<file path="config.mk">
export PLATFORM = sky130hd
export DESIGN_NAME = glam_ctrl
export DESIGN_NICKNAME = d
export VERILOG_FILES = /design/src/hw/rtl/glam_pkg.sv /design/src/hw/rtl/glam_ctrl.sv
export SDC_FILE = /design/constraint.sdc
export NUM_CORES = 1
export LEC_CHECK = 0
export BUFFER_PORTS_ARGS = -buffer_cell sky130_fd_sc_hd__buf_4
export CAP_MARGIN = 20
export CORE_AREA = 2 2 39 41
export DETAILED_ROUTE_END_ITERATION = 8
export DIE_AREA = 0 0 41 43
export PLACE_DENSITY_LB_ADDON = 0.08
export SYNTH_ARGS = -nofsm -noshare
export SYNTH_HDL_FRONTEND = slang
export SYNTH_SLANG_ARGS = --single-unit
</file>
<file path="constraint.sdc">
create_clock -name clk -period 1.7 [get_ports clk]
set_clock_uncertainty 0.15 [all_clocks]
set_input_delay 0.17 -clock clk [delete_from_list [all_inputs] [get_ports clk]]
set_output_delay 0.17 -clock clk [all_outputs]
set_load 0.05 [all_outputs]
</file>
<file path="src/hw/rtl/glam_pkg.sv">
// ----------------------------------------------------------------------------
// glam_pkg
// Types and constants shared by the glyph atlas slot map modules.
// ----------------------------------------------------------------------------
package glam_pkg;

  localparam int CP_W       = 21;
  localparam int SLOT_OUT_W = 8;
  localparam int TILE_W     = 4;
  localparam int GRID_DIM   = 16;

  typedef enum logic [3:0] {
    ST_IDLE,
    ST_SEARCH,
    ST_EV_ORD,
    ST_EV_TAG,
    ST_EV_WR,
    ST_SCAN,
    ST_DONE
  } state_t;

  typedef enum logic [1:0] {
    SRC_HIT,
    SRC_FILL,
    SRC_ORD
  } slot_src_t;

  typedef struct packed {
    logic      accept;
    logic      srch_step;
    logic      s_load;
    slot_src_t s_src;
    logic      ord0_rd;
    logic      tag_ev_rd;
    logic      tag_wr;
    logic      ev_take;
    logic      scan_init;
    logic      scan_step;
    logic      finish;
  } cmd_t;

  typedef struct packed {
    logic match;
    logic srch_done;
    logic full;
    logic append;
    logic scan_done;
  } sts_t;

endpackage

</file>
<file path="src/hw/rtl/glam_ctrl.sv">
// ----------------------------------------------------------------------------
// glam_ctrl
// Request sequencer: tag search, eviction and recency update.
// ----------------------------------------------------------------------------
module glam_ctrl import glam_pkg::*; (
  input  logic clk,
  input  logic rst_n,
  input  logic start,
  input  sts_t sts,
  output logic busy,
  output cmd_t cmd
);

  state_t state_r;
  state_t state_nxt;

  always_ff @(posedge clk) begin
    if (!rst_n) begin
      state_r <= ST_IDLE;
    end else begin
      state_r <= state_nxt;
    end
  end

  always_comb begin
    state_nxt = state_r;
    cmd       = '0;
    busy      = (state_r != ST_IDLE);
    unique case (state_r)
      ST_IDLE: begin
        if (start) begin
          cmd.accept = 1'b1;
          state_nxt  = ST_SEARCH;
        end
      end
      ST_SEARCH: begin
        if (sts.match) begin
          cmd.s_load    = 1'b1;
          cmd.s_src     = SRC_HIT;
          cmd.scan_init = 1'b1;
          state_nxt     = ST_SCAN;
        end else if (sts.srch_done) begin
          if (sts.full) begin
            state_nxt = ST_EV_ORD;
          end else begin
            cmd.s_load = 1'b1;
            cmd.s_src  = SRC_FILL;
            state_nxt  = ST_DONE;
          end
        end else begin
          cmd.srch_step = 1'b1;
        end
      end
      ST_EV_ORD: begin
        cmd.ord0_rd = 1'b1;
        state_nxt   = ST_EV_TAG;
      end
      ST_EV_TAG: begin
        cmd.tag_ev_rd = 1'b1;
        cmd.s_load    = 1'b1;
        cmd.s_src     = SRC_ORD;
        state_nxt     = ST_EV_WR;
      end
      ST_EV_WR: begin
        cmd.ev_take   = 1'b1;
        cmd.tag_wr    = 1'b1;
        cmd.scan_init = 1'b1;
        state_nxt     = ST_SCAN;
      end
      ST_SCAN: begin
        cmd.scan_step = 1'b1;
        if (sts.scan_done) begin
          state_nxt = ST_DONE;
        end
      end
      ST_DONE: begin
        cmd.finish = 1'b1;
        cmd.tag_wr = sts.append;
        state_nxt  = ST_IDLE;
      end
      default: begin
        state_nxt = ST_IDLE;
      end
    endcase
  end

endmodule

</file>
Word-level counts from Yosys, hierarchy flattened
Cells that the tools add are included.
{ "word_totals": {"elab_cells": 36, "reg_bits": 4, "output_inout_bits": 13, "in_bits": 8} }
{ "op_classes": {"reduce_logical": 3, "eq_ne": 9, "mux": 23} }
{ "op_table": {"columns": ["cell", "count"], "rows": [
  ["case mux 4 bit (6 select lines)", 1],
  ["2-to-1 mux 4 bit", 4],
  ["== test 4 x 3 -> 1 bit, second input constant", 3],
  ["2-to-1 mux 3 bit", 4],
  ["2-to-1 mux 1 bit", 11],
  ["== test 4 x 2 -> 1 bit, second input constant", 2],
  ["case mux 3 bit (2 select lines)", 1],
  ["== test 4 x 1 -> 1 bit, second input constant", 1],
  ["logical NOT 4 bit", 1],
  ["!= test 2 bit, second input constant", 2],
  ["case mux 1 bit (2 select lines)", 2],
  ["nonzero test 4 bit", 1],
  ["!= test 3 bit, second input constant", 1],
  ["AND reduction 3 bit", 1]
]} }

Depth between registers and ports, before layout
{ "depth": {"word_depth": 4, "depth_mapped": 4, "depth_no_buf": 3} }

Worst setup path after synthesis
OpenSTA, ideal clock, no wires.
{ "synth_timing": {"path_kind": "reg-to-reg", "startpoint": "reg state_r[2]", "endpoint": "reg state_r[1]", "t_arrival_ps": 2275, "setup_ps": 217, "path_stages_with_launch": 5, "path_buffers": 1, "slack_ps": -942, "path_cell_list": "dfxtp_1 > buf_6 > nand2b_4 > nor4_1 > nor4b_1"} }
{ "synth_via": {"elab_chain_len": 3, "word_cells_on_any_way": 11, "classes_between": "eq/ne (8); mux (1); reduce/logical (2)"} }
{ "synth_lines": {"columns": ["item", "line_no", "source"], "rows": [
  ["start: declaration", "glam_ctrl.sv:14", "state_t state_r;"],
  ["start signal: assignment", "glam_ctrl.sv:21", "state_r <= state_nxt;"],
  ["== test 4 x 1 -> 1 bit (tied with other cells)", "glam_ctrl.sv:29", "unique case (state_r)"],
  ["!= test 3 bit (no line) or != test 2 bit (tied branches)", null, null],
  ["AND reduction 3 bit (no line)", null, null]
]} }
Several ways; a longest one is shown, not always the timed one.
A chain may end at the register's enable or synchronous reset.

==> results by stage <==
STA:
- The peak clock frequency supported by timing is around 0.61 GHz.
- The number of endpoints with negative hold slack in the final report came to 0.
- The time the final worst path needs with I/O delays and setup is 1.636 ns.
- The measured slew at the worst slew-check pin is just under 0.3 ns.
- The hold slack is between 0.015 and 0.02 ns.
- The final sum of negative setup slack is 0 ns.
- The number of pins with negative max-slew slack in the final report is 0.
- The number of endpoints failing setup at the final stage is 0.
- The worst relative slew slack is 0.8060.
- Setup repair after global routing left no endpoint under its margin.
- Dividing the final minimum period by the clock period gives 0.9623.

Global routing:
- In the global route stage, overall resource usage came out at 0.1062.
- The number of global-route vias before repair is about 330.
- The wire length of the first global-routing pass is 1283 um.
- The overall overflow remaining after global route is 0.
- The number of antenna violations at the first check in global routing came to 0.
- The pin count of the biggest net entering global routing is 15.

Die:
- During I/O placement, the number of pins put on the boundary was 21.
- The placeable core region is ~0.0014 mm^2.
- The row count is 14.
- The initial utilization of the core area, before any placement, comes to 0.2061.
- The floorplan step set the die height to 43 um.
- The width of the chip is about 41 um.
- The die footprint is ~0.0018 mm^2.

Worst setup path:
- The worst setup path is captured at a primary output.
- Measured in cells, the most critical reg-to-reg path has a length of 3.
- At the worst endpoint, the required time is around 1.4 ns.
- The worst setup path is of the reg -> out kind.
- The data arrival time at the worst-slack endpoint is 1.32 ns.
- The nature of the critical path startpoint is a flop.
- The maximum fanout along the worst path is 10.

Synthesis:
- Yosys attributes the largest share of cell area to sky130_fd_sc_hd__dfxtp_1 (21%), sky130_fd_sc_hd__buf_6 (7.9%), sky130_fd_sc_hd__nor2_1 (7.9%).
- When the netlist entered floorplanning its net count stood at 47.
- The largest area contributor in the netlist is sky130_fd_sc_hd__dfxtp_1.
- The most frequent cell after synthesis is sky130_fd_sc_hd__nor2_1.
- The average footprint of a synthesized cell is around 7.3 um^2.
- The Yosys step of the flow raised 0 warnings.
- The synthesized design contains 0 enable-type register cells.
- For this run, the leading register cell type out of synthesis is sky130_fd_sc_hd__dfxtp_1.
- The combined area of all synthesized cells is approximately 290 um^2.
- After synthesis the netlist holds a flip-flop and latch count of 3.
- The fraction of the yosys area taken by sequential cells is 0.2105.
- The share of synthesized area in the top cell type comes to 0.2105.
- The commonest cells after synthesis are sky130_fd_sc_hd__nor2_1 (6), sky130_fd_sc_hd__a21oi_1 (3), sky130_fd_sc_hd__dfxtp_1 (3), sky130_fd_sc_hd__inv_1 (3).
- The fraction of registers with async set/reset is 0.
- The post-synthesis cell type count is 24.
- The gate count of the mapped netlist is 39.

Layout:
- For this run, the post-layout net count is 69.
- The register with the most flip-flops is state_r.
- The final design utilization is 0.3635.
- The area added between synthesis and finish is 76.32%.
- The number of cells in the finished layout apart from fillers is 76.
- The largest registers in the layout are state_r (3).
- In the final layout, the share of cells above drive strength 1 is 0.5833.
- The number of antenna diodes in the final layout is 0.
- The register with the most flip-flops in the layout has 3 of them.

Detailed routing:
- Once detail routing completed, the nets flagged for antenna violations numbered 0.
- The met1 wire length is roughly 370 um.
- The routed length per instance is about 10 um.
- In this run, the number of DRC markers left after iteration 0 of detailed routing was 1.
- After detailed routing, the number of remaining DRC violations is 0.
- The first-pass detailed-route iteration total is 2.
- The detailed-route via count is around 330.
- After detailed routing, the total wire length is 786 um.
- The highest routing layer actually used is met3.
- After detailed routing, the met2 layer carries 390 um of wire.
- The mean number of vias per cell is between 4 and 5.
- The detailed-routed wire length on met3 is between 20 and 25 um.

Clock network:
- Counting every sink on the clock net gives 3.
- After clock tree synthesis, the repair step resized 3 gates.
- After clock tree synthesis, the setup repair step added 0 buffers.
- The CTS tree is yes.
- The number of clock buffers inserted by TritonCTS is 3.
- Hold repair after CTS inserted 0 buffers.
- The H-tree level count is 1.
- The clock latency of the later-clocked register in the worst-skew pair is 0.23 ns.
- After clock tree synthesis, the clock-pin slew on the worst setup and hold paths is 0.04 ns.
- The maximum buffer depth of the clock tree is 2.
- The cell sitting at the root of the clock tree is a sky130_fd_sc_hd__clkbuf_4.

Place:
- The routability congestion estimate is between 0.6 and 0.7.
- The number of instances in the placed design is 72.
- The count of port buffers added during placement is 20.
- The sum of net half-perimeters after detailed placement is 610.9 um.

Power:
- The total power is 487.3 uW.
- Across the VDD grid, the largest voltage drop is 0.4876 mV.
- The power per standard cell area is ~970 mW/mm^2.
- The leakage component of the power is around 0.00022 uW.

Hold path:
- The worst hold path passes through 2 cells.
- The worst hold path class is in -> reg.

Job:
- Across the run, the number of max-cap violations was 0.

Run status:
- The flow ran to the end, and the final reports show no timing, DRC or antenna violations.
worst max-delay path, cell delays in order (launching register included):
cell and delay (ns):
sky130_fd_sc_hd__dfxtp_2 0.37, sky130_fd_sc_hd__or3_1 0.42, sky130_fd_sc_hd__nor2_4 0.09, sky130_fd_sc_hd__buf_4 0.19
logic make-up (layout without fill, tap and decap cells):
kind of cell,count (synthesis),in the layout,synth area share
buf+inv,6,27,0.1359
compound gates,8,8,0.1754
flops,3,3,0.2105
simple gates,22,22,0.4781
per-stage QoR:
stage / setup slack [ns] / cell area, um^2
3_5_place_dp: 0.1323 / 473.0
2_1_floorplan: -0.1237 / 330.3
4_1_cts: 0.04526 / 503.0
5_1_grt: 0.02232 / 503.0
3_3_place_gp: 0.1698 / 473.0
6_report: 0.06414 / 503.0
placed cells by master, fill, tap and decap left out, drive strengths merged, types with 2 or more instances in the layout:
master,netlist,final
nand2,2,2
dfxtp,3,3
nor4,2,2
nand2b,3,3
clkbuf,0,4
a21oi,3,3
buf,3,20
inv,3,3
nor2,6,6
worst paths after layout:
kind                    from         end  slack [ns]
hold / removal         rst_n  state_r[2]        0.02
hold reg to reg   state_r[0]  state_r[0]        0.46
setup reg to reg  state_r[0]  state_r[0]        0.26
setup / recovery  state_r[0]     cmd[11]        0.06
where the power goes:
group | switching, uW | internal (uW) | total [uW]
Sequential | 27.7 | 81.9 | 110
Combinational | 163 | 90.8 | 254
Clock | 35.9 | 87.9 | 124
final cells by class:
cell class / count / area [um^2]
Fill cell: 145 / 880.8
Multi-Input combinational cell: 30 / 231.5
Inverter: 3 / 11.26
Timing Repair Buffer: 20 / 150.1
Tap cell: 16 / 20.02
Sequential cell: 3 / 63.81
Clock buffer: 4 / 26.28
per-layer routing:
metal / track usage / vias up
met5: 0 / -
met4: 0.02000 / 0
met3: 0.04712 / 0
met2: 0.1625 / 7
met1: 0.1342 / 146
li1: - / 179
No activity file was read; power rests on OpenSTA's default activity.
